[config.mk]
export PLATFORM = sky130hd
export DESIGN_NAME = tga_rle_stream_decoder
export DESIGN_NICKNAME = d
export VERILOG_FILES = /design/src/hw/rtl/tga_pkg.sv /design/src/hw/rtl/tga_front.sv /design/src/hw/rtl/tga_queue.sv /design/src/hw/rtl/tga_back.sv /design/src/hw/rtl/tga_rle_stream_decoder.sv
export SDC_FILE = /design/constraint.sdc
export NUM_CORES = 2
export LEC_CHECK = 0
export BUFFER_PORTS_ARGS = -buffer_cell sky130_fd_sc_hd__buf_2
export CAP_MARGIN = 30
export CORE_ASPECT_RATIO = 0.5
export CORE_MARGIN = 1.5
export CORE_UTILIZATION = 30
export CTS_CLUSTER_SIZE = 12
export DETAILED_ROUTE_END_ITERATION = 8
export PLACE_DENSITY = 0.54
export SETUP_SLACK_MARGIN = 0.2
export SLEW_MARGIN = 5
export SYNTH_ARGS = -nofsm -noshare
export SYNTH_HDL_FRONTEND = slang
export SYNTH_SLANG_ARGS = --single-unit
[constraint.sdc]
create_clock -name clk -period 8.1 [get_ports clk]
set_input_delay 1.215 -clock clk [delete_from_list [all_inputs] [get_ports clk]]
set_output_delay 1.215 -clock clk [all_outputs]
set_load 0.02 [all_outputs]
[src/hw/rtl/tga_pkg.sv]
// Shared types and constants for the TGA run-length stream decoder.
package tga_pkg;

    typedef enum logic [2:0] {
        PH_HEADER,
        PH_IDSKIP,
        PH_PACKET,
        PH_PIXEL,
        PH_DONE
    } phase_t;

    localparam logic [1:0] ST_OK       = 2'd0;
    localparam logic [1:0] ST_BAD_TYPE = 2'd1;
    localparam logic [1:0] ST_CMAP     = 2'd2;
    localparam logic [1:0] ST_BAD_BPP  = 2'd3;

    localparam logic [7:0] KIND_RGB  = 8'd2;
    localparam logic [7:0] KIND_GRAY = 8'd3;
    localparam logic [7:0] KIND_RLE  = 8'd10;

    localparam int QueueDepth = 4;

    // Classified event handed from the front end to the run engine
    typedef struct packed {
        logic        init;      // new image geometry: reset counters
        logic        result;    // emit a run
        logic        fixed;     // fixed result (error or empty image)
        logic [1:0]  status;
        logic [31:0] rgba;      // {a, r, g, b}
        logic [7:0]  len;       // requested run length (before clipping)
        logic [15:0] width;
        logic [15:0] height;
        logic [1:0]  flip;
    } job_t;

endpackage

[src/hw/rtl/tga_front.sv]
// Front end: header parse, ID skip, packet and pixel byte assembly.
module tga_front
(
    input  logic          clk,
    input  logic          rst_n,
    input  logic          in_fire,
    input  logic [7:0]    data_byte,
    input  logic          start_of_file,
    output logic          job_valid,
    output tga_pkg::job_t job
);
    import tga_pkg::*;

    phase_t      phase_reg, phase_next;
    logic [4:0]  hcnt_reg, hcnt_next;
    logic [7:0]  idskip_reg, idskip_next;
    logic [7:0]  kind_reg, kind_next;
    logic [7:0]  cmap_reg, cmap_next;
    logic [7:0]  bpp_reg, bpp_next;
    logic [1:0]  flip_reg, flip_next;
    logic [15:0] w_reg, w_next;
    logic [15:0] h_reg, h_next;
    logic [7:0]  pleft_reg, pleft_next;
    logic        prep_reg, prep_next;
    logic [23:0] pix_reg, pix_next;
    logic [1:0]  pidx_reg, pidx_next;

    always_ff @(posedge clk or negedge rst_n)
    begin
        if (!rst_n)
        begin
            phase_reg  <= PH_HEADER;
            hcnt_reg   <= '0;
            idskip_reg <= '0;
            kind_reg   <= '0;
            cmap_reg   <= '0;
            bpp_reg    <= '0;
            flip_reg   <= '0;
            w_reg      <= '0;
            h_reg      <= '0;
            pleft_reg  <= '0;
            prep_reg   <= 1'b0;
            pix_reg    <= '0;
            pidx_reg   <= '0;
        end
        else
        begin
            phase_reg  <= phase_next;
            hcnt_reg   <= hcnt_next;
            idskip_reg <= idskip_next;
            kind_reg   <= kind_next;
            cmap_reg   <= cmap_next;
            bpp_reg    <= bpp_next;
            flip_reg   <= flip_next;
            w_reg      <= w_next;
            h_reg      <= h_next;
            pleft_reg  <= pleft_next;
            prep_reg   <= prep_next;
            pix_reg    <= pix_next;
            pidx_reg   <= pidx_next;
        end
    end

    // Parse state machine
    always_comb
    begin
        phase_t      ph;
        logic [4:0]  hc;
        logic [7:0]  ids, knd, cmp, bpp;
        logic [1:0]  flp;
        logic [15:0] wd, ht;
        logic [1:0]  st;
        logic [1:0]  last_idx;
        logic [7:0]  a_byte;

        ph  = phase_reg;
        hc  = hcnt_reg;
        ids = idskip_reg;
        knd = kind_reg;
        cmp = cmap_reg;
        bpp = bpp_reg;
        flp = flip_reg;
        wd  = w_reg;
        ht  = h_reg;
        st  = ST_OK;
        last_idx = 2'd0;
        a_byte = 8'hff;
        if (start_of_file)
        begin
            ph = PH_HEADER; hc = '0; ids = '0; knd = '0; cmp = '0; bpp = '0;
            flp = '0; wd = '0; ht = '0;
        end

        phase_next  = phase_reg;
        hcnt_next   = hcnt_reg;
        idskip_next = idskip_reg;
        kind_next   = kind_reg;
        cmap_next   = cmap_reg;
        bpp_next    = bpp_reg;
        flip_next   = flip_reg;
        w_next      = w_reg;
        h_next      = h_reg;
        pleft_next  = pleft_reg;
        prep_next   = prep_reg;
        pix_next    = pix_reg;
        pidx_next   = pidx_reg;
        job_valid   = 1'b0;
        job         = '0;

        if (in_fire)
        begin
            phase_next = ph; hcnt_next = hc; idskip_next = ids; kind_next = knd;
            cmap_next = cmp; bpp_next = bpp; flip_next = flp; w_next = wd; h_next = ht;
            if (start_of_file)
            begin
                pleft_next = '0; prep_next = 1'b0; pix_next = '0; pidx_next = '0;
            end
            unique case (ph)
                PH_HEADER:
                begin
                    case (hc)
                        5'd0:  idskip_next = data_byte;
                        5'd1:  cmap_next = data_byte;
                        5'd2:  kind_next = data_byte;
                        5'd12: w_next = {wd[15:8], data_byte};
                        5'd13: w_next = {data_byte, wd[7:0]};
                        5'd14: h_next = {ht[15:8], data_byte};
                        5'd15: h_next = {data_byte, ht[7:0]};
                        5'd16: bpp_next = data_byte;
                        5'd17: flip_next = {data_byte[5], data_byte[4]};
                        default: ;
                    endcase
                    hcnt_next = (hc == 5'd31) ? hc : hc + 5'd1;
                    if (hc >= 5'd17)
                    begin
                        if (knd != KIND_RGB && knd != KIND_GRAY && knd != KIND_RLE)
                            st = ST_BAD_TYPE;
                        else if (cmp != 8'd0)
                            st = ST_CMAP;
                        else if ((bpp_next != 8'd8 && bpp_next != 8'd24 &&
                                  bpp_next != 8'd32) ||
                                 (bpp_next == 8'd8 && knd != KIND_GRAY))
                            st = ST_BAD_BPP;
                        job.width  = w_next;
                        job.height = h_next;
                        job.flip   = flip_next;
                        job_valid  = 1'b1;
                        if (st != ST_OK || w_next == 16'd0 || h_next == 16'd0)
                        begin
                            job.result = 1'b1;
                            job.fixed  = 1'b1;
                            job.status = st;
                            phase_next = PH_DONE;
                        end
                        else
                        begin
                            job.init   = 1'b1;
                            pleft_next = '0;
                            prep_next  = 1'b0;
                            pix_next   = '0;
                            pidx_next  = '0;
                            if (ids != 8'd0)
                                phase_next = PH_IDSKIP;
                            else
                                phase_next = (knd == KIND_RLE) ? PH_PACKET : PH_PIXEL;
                        end
                    end
                end
                PH_IDSKIP:
                begin
                    idskip_next = ids - 8'd1;
                    if (ids <= 8'd1)
                    begin
                        idskip_next = '0;
                        phase_next = (knd == KIND_RLE) ? PH_PACKET : PH_PIXEL;
                    end
                end
                PH_PACKET:
                begin
                    prep_next  = data_byte[7];
                    pleft_next = {1'b0, data_byte[6:0]} + 8'd1;
                    pix_next   = '0;
                    pidx_next  = '0;
                    phase_next = PH_PIXEL;
                end
                PH_PIXEL:
                begin
                    last_idx = (bpp == 8'd8) ? 2'd0 : (bpp == 8'd24) ? 2'd2 : 2'd3;
                    if (pidx_reg == last_idx)
                    begin
                        job_valid = 1'b1;
                        job.result = 1'b1;
                        if (bpp == 8'd8)
                            job.rgba = {8'hff, data_byte, data_byte, data_byte};
                        else
                        begin
                            a_byte = (bpp == 8'd32) ? data_byte : 8'hff;
                            if (bpp == 8'd32)
                                job.rgba = {a_byte, pix_reg[23:16], pix_reg[15:8],
                                            pix_reg[7:0]};
                            else
                                job.rgba = {a_byte, data_byte, pix_reg[15:8],
                                            pix_reg[7:0]};
                        end
                        if (knd == KIND_RLE && prep_reg)
                        begin
                            job.len = pleft_reg;
                            pleft_next = '0;
                        end
                        else
                        begin
                            job.len = 8'd1;
                            if (pleft_reg != 8'd0)
                                pleft_next = pleft_reg - 8'd1;
                        end
                        pix_next  = '0;
                        pidx_next = '0;
                        if (knd == KIND_RLE && pleft_next == 8'd0)
                            phase_next = PH_PACKET;
                        else
                            phase_next = PH_PIXEL;
                    end
                    else
                    begin
                        case (pidx_reg)
                            2'd0: pix_next[7:0]   = data_byte;
                            2'd1: pix_next[15:8]  = data_byte;
                            default: pix_next[23:16] = data_byte;
                        endcase
                        pidx_next = pidx_reg + 2'd1;
                    end
                end
                default: ;
            endcase
        end
    end

endmodule

[src/hw/rtl/tga_queue.sv]
// Small FIFO of classified jobs between front end and run engine.
module tga_queue
#(
    parameter int Depth = tga_pkg::QueueDepth
)
(
    input  logic          clk,
    input  logic          rst_n,
    input  logic          wr_en,
    input  tga_pkg::job_t wr_data,
    input  logic          rd_en,
    output logic          rd_valid,
    output tga_pkg::job_t rd_data,
    output logic          almost_full
);
    import tga_pkg::*;

    localparam int AW = $clog2(Depth);

    job_t        mem [Depth];
    logic [AW-1:0] wp_reg, rp_reg;
    logic [AW:0]   cnt_reg;

    always_ff @(posedge clk)
    begin
        if (wr_en)
            mem[wp_reg] <= wr_data;
    end

    always_ff @(posedge clk or negedge rst_n)
    begin
        if (!rst_n)
        begin
            wp_reg  <= '0;
            rp_reg  <= '0;
            cnt_reg <= '0;
        end
        else
        begin
            if (wr_en)
                wp_reg <= (wp_reg == AW'(Depth-1)) ? '0 : wp_reg + AW'(1);
            if (rd_en)
                rp_reg <= (rp_reg == AW'(Depth-1)) ? '0 : rp_reg + AW'(1);
            cnt_reg <= cnt_reg + (AW+1)'(wr_en) - (AW+1)'(rd_en);
        end
    end

    assign rd_valid    = (cnt_reg != '0);
    assign rd_data     = mem[rp_reg];
    assign almost_full = (cnt_reg >= (AW+1)'(Depth-1));

endmodule

[src/hw/rtl/tga_back.sv]
// Run engine: clips runs, maps to destination row/column, advances position.
module tga_back
(
    input  logic          clk,
    input  logic          rst_n,
    input  logic          job_valid,
    input  tga_pkg::job_t job,
    output logic          job_take,
    output logic          valid,
    input  logic          stall,
    output logic [1:0]    status,
    output logic [7:0]    red,
    output logic [7:0]    green,
    output logic [7:0]    blue,
    output logic [7:0]    alpha,
    output logic [15:0]   first_row,
    output logic [15:0]   first_col,
    output logic [7:0]    run_length,
    output logic          last
);
    import tga_pkg::*;

    logic [15:0] w_reg, h_reg, row_reg, col_reg;
    logic [31:0] rem_reg;
    logic [1:0]  flip_reg;
    logic        done_reg;
    logic        ov_reg;
    logic        busy_reg;
    logic [16:0] acc_reg;
    logic [2:0]  k_reg;
    logic [1:0]  st_reg;
    logic [31:0] rgba_reg;
    logic [15:0] orow_reg, ocol_reg;
    logic [7:0]  olen_reg;
    logic        olast_reg;

    logic        out_free;
    logic        emit;
    logic [7:0]  len;
    logic        is_last;
    logic [16:0] ncol;
    logic [16:0] nsub;
    logic [16:0] wk;
    logic [16:0] acc_sub;
    logic        acc_ge;

    assign out_free = !ov_reg || !stall;
    assign job_take = job_valid && !busy_reg && (out_free || !job.result);
    assign emit     = job_take && job.result && (job.fixed || !done_reg);

    // Clip the run to the pixels left in the image; next column before wrapping
    always_comb
    begin
        len = job.len;
        if ({24'd0, job.len} > rem_reg)
            len = rem_reg[7:0];
        is_last = ({24'd0, len} == rem_reg);
        ncol    = {1'b0, col_reg} + {9'd0, len};
        nsub    = ncol - {1'b0, w_reg};
    end

    // Row wrap of a narrow image: one quotient bit per cycle
    assign wk      = {1'b0, w_reg} << k_reg;
    assign acc_ge  = (acc_reg >= wk);
    assign acc_sub = acc_reg - wk;

    always_ff @(posedge clk or negedge rst_n)
    begin
        if (!rst_n)
        begin
            w_reg    <= '0;
            h_reg    <= '0;
            row_reg  <= '0;
            col_reg  <= '0;
            rem_reg  <= '0;
            flip_reg <= '0;
            done_reg <= 1'b0;
            ov_reg   <= 1'b0;
            busy_reg <= 1'b0;
            acc_reg  <= '0;
            k_reg    <= '0;
        end
        else
        begin
            if (emit)
                ov_reg <= 1'b1;
            else if (!stall)
                ov_reg <= 1'b0;

            if (busy_reg)
            begin
                if (acc_ge)
                begin
                    acc_reg <= acc_sub;
                    row_reg <= row_reg + (16'd1 << k_reg);
                end
                if (k_reg == 3'd0)
                begin
                    busy_reg <= 1'b0;
                    col_reg  <= acc_ge ? acc_sub[15:0] : acc_reg[15:0];
                end
                k_reg <= k_reg - 3'd1;
            end
            else if (job_take)
            begin
                if (job.init)
                begin
                    w_reg    <= job.width;
                    h_reg    <= job.height;
                    flip_reg <= job.flip;
                    row_reg  <= '0;
                    col_reg  <= '0;
                    rem_reg  <= {16'd0, job.width} * {16'd0, job.height};
                    done_reg <= 1'b0;
                end
                else if (job.result && job.fixed)
                    done_reg <= 1'b1;
                else if (job.result && !done_reg)
                begin
                    rem_reg <= rem_reg - {24'd0, len};
                    if (is_last)
                        done_reg <= 1'b1;
                    // no wrap, a single wrap, or several wraps (width under 128)
                    if (ncol < {1'b0, w_reg})
                        col_reg <= ncol[15:0];
                    else if (nsub < {1'b0, w_reg})
                    begin
                        col_reg <= nsub[15:0];
                        row_reg <= row_reg + 16'd1;
                    end
                    else
                    begin
                        busy_reg <= 1'b1;
                        acc_reg  <= ncol;
                        k_reg    <= 3'd7;
                    end
                end
            end
        end
    end

    // Output register
    always_ff @(posedge clk)
    begin
        if (emit)
        begin
            if (job.fixed)
            begin
                st_reg    <= job.status;
                rgba_reg  <= '0;
                orow_reg  <= '0;
                ocol_reg  <= '0;
                olen_reg  <= '0;
                olast_reg <= 1'b1;
            end
            else
            begin
                st_reg    <= ST_OK;
                rgba_reg  <= job.rgba;
                orow_reg  <= flip_reg[1] ? row_reg : h_reg - 16'd1 - row_reg;
                ocol_reg  <= flip_reg[0] ? w_reg - 16'd1 - col_reg : col_reg;
                olen_reg  <= len;
                olast_reg <= is_last;
            end
        end
    end

    assign valid      = ov_reg;
    assign status     = st_reg;
    assign alpha      = rgba_reg[31:24];
    assign red        = rgba_reg[23:16];
    assign green      = rgba_reg[15:8];
    assign blue       = rgba_reg[7:0];
    assign first_row  = orow_reg;
    assign first_col  = ocol_reg;
    assign run_length = olen_reg;
    assign last       = olast_reg;

endmodule

[src/hw/rtl/tga_rle_stream_decoder.sv]
// Top level of the TGA run-length stream decoder.
// Usage:
//   Input channel: data_byte/start_of_file with in_valid/in_stall, one file
//   byte per word. start_of_file marks header byte zero and restarts parsing.
//   Output channel: one run word per valid/stall handshake: status, RGBA,
//   destination row/column of the first pixel, run_length and last.
// Path: with the run engine free, the job for a byte that completes a pixel
//   passes through the job queue, then the run engine output register, which
//   raises valid.
// Throughput: one byte per cycle while in_stall is low; the run engine
//   takes no new run while one wraps more than one row (images under 128 wide).
//   in_stall rises when the job queue holds one less than its depth (three),
//   which happens when the receiver stalls the output or runs wrap rows.
// Reset: all parse and position state clears; the first byte after reset is
//   header byte zero. Runs of an old file still queued at start_of_file are
//   delivered before those of the new one.
// Receiver stall: the output word holds; the queue absorbs a few runs, then
//   in_stall is raised. Errors and empty images give one word with last set;
//   later bytes are ignored until start_of_file.
module tga_rle_stream_decoder
#(
    parameter int QDepth = tga_pkg::QueueDepth
)
(
    input  logic        clk,
    input  logic        rst_n,
    input  logic        in_valid,
    output logic        in_stall,
    input  logic [7:0]  data_byte,
    input  logic        start_of_file,
    output logic        valid,
    input  logic        stall,
    output logic [1:0]  status,
    output logic [7:0]  red,
    output logic [7:0]  green,
    output logic [7:0]  blue,
    output logic [7:0]  alpha,
    output logic [15:0] first_row,
    output logic [15:0] first_col,
    output logic [7:0]  run_length,
    output logic        last
);
    import tga_pkg::*;

    logic  in_fire, fjob_valid, q_valid, q_take, q_af;
    job_t  fjob, qjob;

    assign in_stall = q_af;
    assign in_fire  = in_valid && !in_stall;

    tga_front u_front
    (
        .clk(clk), .rst_n(rst_n), .in_fire(in_fire), .data_byte(data_byte),
        .start_of_file(start_of_file),
        .job_valid(fjob_valid), .job(fjob)
    );

    tga_queue #(.Depth(QDepth)) u_queue
    (
        .clk(clk), .rst_n(rst_n), .wr_en(fjob_valid),
        .wr_data(fjob), .rd_en(q_take), .rd_valid(q_valid),
        .rd_data(qjob), .almost_full(q_af)
    );

    tga_back u_back
    (
        .clk(clk), .rst_n(rst_n), .job_valid(q_valid), .job(qjob),
        .job_take(q_take), .valid(valid), .stall(stall),
        .status(status), .red(red), .green(green), .blue(blue), .alpha(alpha),
        .first_row(first_row), .first_col(first_col), .run_length(run_length),
        .last(last)
    );

endmodule

Yosys cells after proc, flatten, opt, wreduce, memory -nomap -nowiden --
Memory sizes are Yosys's and may differ from the RTL's. Cells that the tools add are included.
Word-level totals: bits in latches 0, word-level logic and storage cells 307, register bits after elaboration 312, bits of input ports 13, memory bits (read-only) 0, output and inout port bits 77, bits in writable memories 316, memories kept 1
Memories:
- u_queue.mem | depth 4, bits a word 79, rd ports 1, clocked after Yosys merged registers in 0, wr ports 1, line tga_queue.sv:20 | job_t mem [Depth];
Operators by class: $mul 1, mux-type cells 150, reduce and logical (&&, ||, !) cells 54, equality and inequality tests 38, div/mod/pow operators 0, add/sub/neg operators 20, $lt $le $gt $ge 7, bitwise gates (word level) 1, shift-type cells 2
Operators by type and width (number):
- $mux 16 | 27
- $mux 8 | 29
- $mux 17 | 8
- $mux 32 | 4
- $mux 24 | 5
- $mux 40 | 2
- $mux 79 | 1
- $pmux 24 s3 | 1
- $mux 34 | 2
- $pmux 16 s2 | 2
- $mux 3 | 14
- $lt 17x16->1 | 2
- $eq 8x32->1 | 1
- $gt 8x32->1 | 1
- $logic_not 16->1 | 2
- $mul 16x16->32 | 1
- $mux 2 | 16
- $sub 16x1->16 const B | 2
- $sub 16x16->16 | 2
- $sub 32x8->32 | 1
- $mux 1 | 27
- $eq 8x4->1 const B | 3
- $pmux 8 s3 | 1
- $reduce_bool 8->1 | 3
- 59 further kinds | 116

Depth between registers and ports, before layout --
depth in word-level cells 22, gate-level depth with buffers 43, gate-level depth less buffers 37

Hierarchy --
From an unflattened synthesis, not the netlist that was laid out.
Second synthesis, totals: cells, all modules 3900, area total of the unflattened synthesis 42119.1 µm²
Modules (own cells, without submodules):
- tga_back | area each 23094.6 µm², sequential area each 5280.1 µm², cells an instance 2586, instances 1
- tga_queue | area each 11896.4 µm², sequential area each 9664.3 µm², cells an instance 451, instances 1
- tga_front | area each 7114.3 µm², sequential area each 2727.6 µm², cells an instance 862, instances 1
- tga_rle_stream_decoder | area each 13.8 µm², sequential area each 0.0 µm², cells an instance 1, instances 1

Least setup slack after synthesis --
No wires, ideal clock.
path type reg-to-reg, start point register u_queue.rp_reg[1], end point register u_back.row_reg[8], buffers on the path 6, data arrival time 8.101 ns, clock period less this slack 8.234 ns, cell stages (with the launch flop) 40, setup slack -0.134 ns, data required time 7.967 ns, setup time 0.133 ns, cell sequence dfrtp_1 -> buf_2 -> buf_1 -> buf_1 -> mux4_2 -> ha_1 -> nor2b_1 -> o21ai_0 -> nand2b_1 -> a21oi_1 -> o21ai_0 -> o211a_1 -> buf_2 -> mux2i_1 -> inv_1 -> ha_1 -> a21o_1 -> a21oi_1 -> [4 not listed] -> ha_1 -> and3_1 -> a221o_1 -> a21o_1 -> a41o_1 -> a21oi_1 -> xnor2_1 -> ha_1 -> a211oi_1 -> nand2_1 -> a2111oi_0 -> a2bb2oi_1 -> or4b_1 -> o211a_1 -> buf_6 -> buf_6 -> o21ai_1 -> o31ai_2
Between the ends: word-level cells in the longest chain between the ends 8, elaborated cells between the ends (all ways) 21, classes of those cells 2 x add/sub; 3 x order compare; 2 x eq/ne; 4 x mux; 9 x reduce/logical; 1 x memory
Ends and longest elaborated chain:
- start: declaration | line tga_queue.sv:21 | logic [AW-1:0] wp_reg, rp_reg;
- start signal: assignment | line tga_queue.sv:43 | rp_reg <= (rp_reg == AW'(Depth-1)) ? '0 : rp_reg + AW'(1);
- $mem_v2 4x79 (*)
- $gt 8x32->1 | line tga_back.sv:55 | if ({24'd0, job.len} > rem_reg)
- $mux 8 (*) | line tga_back.sv:55
- via u_back.len[1] | line tga_back.sv:39 | logic [7:0] len;
- $add 16x8->17 (*) | line tga_back.sv:58 | ncol = {1'b0, col_reg} + {9'd0, len};
- $sub 17x16->17 | line tga_back.sv:59 | nsub = ncol - {1'b0, w_reg};
- $lt 17x16->1 | line tga_back.sv:126 | else if (nsub < {1'b0, w_reg})
- $reduce_bool 3->1 (no source line)
- $reduce_and 6->1 (no source line) (*)
- end signal: assignment | line tga_back.sv:95 | row_reg <= row_reg + (16'd1 << k_reg);
- end signal: assignment | line tga_back.sv:129 | row_reg <= row_reg + 16'd1;
- end: declaration | line tga_back.sv:23 | logic [15:0] w_reg, h_reg, row_reg, col_reg;
Mark *: on every way through the listed nets, which the timed path passes. The rest lies on a longest branch. The select of a mux whose other input is x is not followed. A chain may end at the register's enable or synchronous reset.

Worst setup path in the final report --
start point register u_queue.rp_reg[0], end point register u_back.rem_reg[30]
Between the ends: word-level cells in the longest chain between the ends 7, elaborated cells between the ends (all ways) 16, classes of those cells 1 x add/sub; 1 x mul; 1 x order compare; 1 x eq/ne; 4 x mux; 7 x reduce/logical; 1 x memory
Ends and longest elaborated chain:
- $mem_v2 4x79 (*)
- $gt 8x32->1 | line tga_back.sv:55
- $mux 8 | line tga_back.sv:55
- $sub 32x8->32 | line tga_back.sv:120 | rem_reg <= rem_reg - {24'd0, len};
- $mux 32 | line tga_back.sv:118 | else if (job.result && !done_reg)
- $mux 32 | line tga_back.sv:116 | else if (job.result && job.fixed)
- $mux 32 | line tga_back.sv:106 | if (job.init)
- end signal: assignment | line tga_back.sv:113 | rem_reg <= {16'd0, job.width} * {16'd0, job.height};
- end signal: assignment | line tga_back.sv:120
- end: declaration | line tga_back.sv:24 | logic [31:0] rem_reg;
Mark *: on every way between the ends. The rest lies on a longest branch, timed or not. The select of a mux whose other input is x is not followed.

==> impl_results.md <==
- Result of the run: finished clean
- Clock transition at the registers of the reported paths: 0.06 ns
- Worst slew pin tran: 0.993 ns
- Number of standard cells after synthesis: 3876
- Fin crit share: 93.8%
- Required time worst endpoint: 8.60 ns
- Cts hold-fix bufs: 0
- Slew Viols, Final: 0
- Number of design rule violations left after detail routing: 0
- Flip-flop count of the largest register, all copies and words added: 316
- Pin count of the biggest net entering global routing: 127
- Final Routed Wirelength: 116000 um
- Primary flip-flop cell chosen by synthesis mapping: sky130_fd_sc_hd__edfxtp_1
- CP Cell Sequence: buf_4, buf_6, buf_4, mux4_2, buf_4, nor2b_1, fa_1, inv_1, fa_1, fa_1, fa_1, fa_1, inv_1, fa_1, ha_1, a211o_1, a2111oi_0, o21a_1, nand2b_1, o21ai_0, a31oi_1, xor2_1, o221ai_1
- Initial cell density of the core: 30.2%
- Cell family with the largest share of critical-path delay: adder cells
- Global routing usage summed across all routing layers: 16.5%
- Core box area: 137000 um^2
- Setup repair after global routing missed its margin: no
- Crit path arrival time: 8.09 ns
- Worst-case clock buffer depth: 3
- Root buffer selected by CTS: sky130_fd_sc_hd__clkbuf_16
- Total number of vias: 30110
- Highest achievable clock rate: 0.132 GHz
- Combined area of all synthesized cells: 41300 um^2
- Vias in the first global route: 30727
- Final standard cell utilization of the core: 34.5%
- Tmin final: 7.59 ns
- Maximum fanout count along the critical path: 25
- Die Area: 140000 um^2
- Number of antenna violations at the first check in global routing: 0
- Total clock sinks: 628
- IO Port Bufs: 89
- Unique cell type count in the Yosys netlist: 87
- Register bit count reported by yosys: 628
- Post-placement cell count: 5709
- Part of the Yosys area used for sequential elements: 42.8%
- Detail Route Antenna Nets: 0
- Post-synthesis net count: 4331
- Yosys warns: 0
- Wire length of the first global-routing pass: 181000 um
- Hold crit path type: reg -> reg
- Clk Latency, worst-skew pair: 0.68 ns
- Cell Rows: 96
- Number of buffers and inverters on the critical path: 6
- WL/cell: 19.8 um
- Crit Path Category: reg -> reg
- Number of levels in the clock H-tree: 3
- Placed wire-length estimate after detailed placement: 82000 um
- Final net count: 4461
- Synth-to-Final Area Change: 14.4%
- Number of enable flip-flop cells after synthesis: 391
- Die width: 528 um
- Headroom to the max-slew limit: 33.8%
- Number of DRC markers in iteration 0: 2486
- Avg Synthesized Cell Area: 10.7 um^2
- Die Height: 265 um
- Crit path capture type: register
- Drt first pass iters: 5
- Number of CTS-inserted buffers: 68
- Slowest stage delay, CP: 0.64 ns
- GPL Wtd Cong: 0.880
- Setup Skew: 0.0389 ns
- Cell with the largest stage delay on the worst path: sky130_fd_sc_hd__mux4_2
- Kind of start point of the critical path: register
- Worst path most repeated cell: sky130_fd_sc_hd__fa_1
- Number of top-level pins: 90
- Total setup violations reported at the end of the flow: 0
- Residual overflow from global routing: 0
- Maximum capacitance violations: 0
- Clock tree from TritonCTS: yes
- Final std cells w/o fill: 5875
- Via-per-instance ratio: 5.13
- Fraction of final layout cells with drive strength greater than 1: 12.9%
- Count of final hold-check violations: 0
- Async SR Flop Fraction: 37.7%
[worst reg2reg max path: stages (launching register included)]
cell and delay, ns:
sky130_fd_sc_hd__dfrtp_4 0.46, sky130_fd_sc_hd__buf_4 0.17, sky130_fd_sc_hd__buf_6 0.27, sky130_fd_sc_hd__buf_4 0.31, sky130_fd_sc_hd__mux4_2 0.64, sky130_fd_sc_hd__buf_4 0.23, sky130_fd_sc_hd__nor2b_1 0.16, sky130_fd_sc_hd__fa_1 0.50
sky130_fd_sc_hd__inv_1 0.06, sky130_fd_sc_hd__fa_1 0.45, sky130_fd_sc_hd__fa_1 0.54, sky130_fd_sc_hd__fa_1 0.43, sky130_fd_sc_hd__fa_1 0.50, sky130_fd_sc_hd__inv_1 0.05, sky130_fd_sc_hd__fa_1 0.44, sky130_fd_sc_hd__ha_1 0.30
sky130_fd_sc_hd__a211o_1 0.29, sky130_fd_sc_hd__a2111oi_0 0.45, sky130_fd_sc_hd__o21a_1 0.23, sky130_fd_sc_hd__nand2b_1 0.15, sky130_fd_sc_hd__o21ai_0 0.18, sky130_fd_sc_hd__a31oi_1 0.24, sky130_fd_sc_hd__xor2_1 0.24, sky130_fd_sc_hd__o221ai_1 0.14
[routing by layer]
metal / up-vias / track usage, % / wire (um)
li1: 13964 / - / -
met1: 15223 / 23.0 / 54200
met2: 766 / 26.6 / 53600
met3: 157 / 2.42 / 5550
met4: 0 / 4.73 / 2810
met5: - / 0 / 0
[worst paths after layout]
path	from	to	slack, ns	depth (start not counted)
worst max-delay path	u_queue.rp_reg[0]$_DFFE_PN0P_	u_back.rem_reg[30]$_DFFE_PN0P_	0.51	23
max in group asynchronous	rst_n	u_back.row_reg[12]$_DFFE_PN0P_	6.04	2
worst min register to register	u_back.h_reg[14]$_DFFE_PN0P_	u_back.h_reg[14]$_DFFE_PN0P_	0.48	2
worst min-delay path	u_back.h_reg[14]$_DFFE_PN0P_	u_back.h_reg[14]$_DFFE_PN0P_	0.48	2
worst max register to register	u_queue.rp_reg[0]$_DFFE_PN0P_	u_back.rem_reg[30]$_DFFE_PN0P_	0.51	23
min in group asynchronous	rst_n	u_front.pix_reg[4]$_DFFE_PN0P_	0.56	1
[cells by family (layout without fill, tap and decap cells)]
logic type / Yosys count / count (layout) / share of synthesized area, %
mux: 188 / 188 / 6.86
compound gates: 802 / 803 / 13.0
flops: 628 / 628 / 42.8
simple gates: 1135 / 1135 / 12.6
other cells: 0 / 1 / 0
buf+inv: 559 / 743 / 5.17
fa+ha+maj: 442 / 442 / 17.1
xor+xnor: 122 / 122 / 2.59
[through the flow]
stage | hold WS [ns] | setup TNS (ns) | setup WS [ns] | instance area [um^2]
after floorplan | 0.450 | 0 | 0.205 | 41300
after global placement | 0.471 | -0.176 | -0.0745 | 44300
after detailed placement | 0.476 | -0.761 | -0.150 | 44300
after CTS | 0.491 | 0 | 0.160 | 46600
after global routing | 0.502 | 0 | 0.159 | 47300
final | 0.481 | 0 | 0.506 | 47300
[cell type report]
class | count | area (um^2)
Fill cell | 13588 | 89500
Inverter | 364 | 1370
Antenna cell | 1 | 2.50
Clock inverter | 17 | 313
Multi-Input combinational cell | 2690 | 21800
Timing Repair Buffer | 254 | 1910
Tap cell | 1813 | 2270
Clock buffer | 108 | 1920
Sequential cell | 628 | 17700
[timing repair]
item	4_1_cts	5_1_grt
gates cloned	0	2
setup endpoints to repair	43	65
gates resized for setup	10	53
pin swaps	4	16
setup buffers	2	35
[synthesized netlist by cell type (all sizes together), types with 7 or more instances]
master   number  share of area (%)
or3          16               0.24
nand2       449                4.1
xnor2        83                1.8
nor2b        68                1.0
nand3        44               0.53
dfrtp       237                 14
xor2         39               0.83
inv         363                3.3
a41oi        10               0.21
a21o         55                1.0
mux2i        77                1.9
a221oi       17               0.36
clkbuf      156                1.4
mux4         72                3.9
nor3         63               0.78
and2         79                1.2
o21ai       188                2.3
a22oi        47               0.85
o21a         28               0.51
a21oi       192                2.3
o31a          8               0.17
nand2b       21               0.32
and3         28               0.42
a32oi        10               0.21
a31oi        29               0.45
o31ai        12               0.23
o22ai        14               0.21
ha          240                7.3
edfxtp      391                 28
a22o         68                1.4
o211a         8               0.19
nor4         22               0.35
a211oi       13               0.24
a211o         7               0.15
o211ai       13               0.24
a2111oi      11               0.23
mux2         39                1.1
o21bai       11               0.20
o311ai        7               0.15
or2           7               0.11
nor2        290                2.6
fa          202                9.8
buf          39               0.45
nand4        20               0.30
[layout by cell type, fill, tap and decap left out, types with 74 or more instances in the layout]
| cell | n |
|---|---|
| sky130_fd_sc_hd__fa_1 | 201 |
| sky130_fd_sc_hd__a21oi_1 | 184 |
| sky130_fd_sc_hd__edfxtp_1 | 391 |
| sky130_fd_sc_hd__and2_1 | 74 |
| sky130_fd_sc_hd__dfrtp_1 | 234 |
| sky130_fd_sc_hd__nor2_1 | 289 |
| sky130_fd_sc_hd__xnor2_1 | 80 |
| sky130_fd_sc_hd__buf_4 | 143 |
| sky130_fd_sc_hd__o21ai_0 | 158 |
| sky130_fd_sc_hd__ha_1 | 235 |
| sky130_fd_sc_hd__inv_1 | 362 |
| sky130_fd_sc_hd__buf_2 | 89 |
| sky130_fd_sc_hd__nand2_1 | 446 |
Power is not shown: default switching activity piles up to over one toggle a cycle in this logic, so the estimate is an artifact.
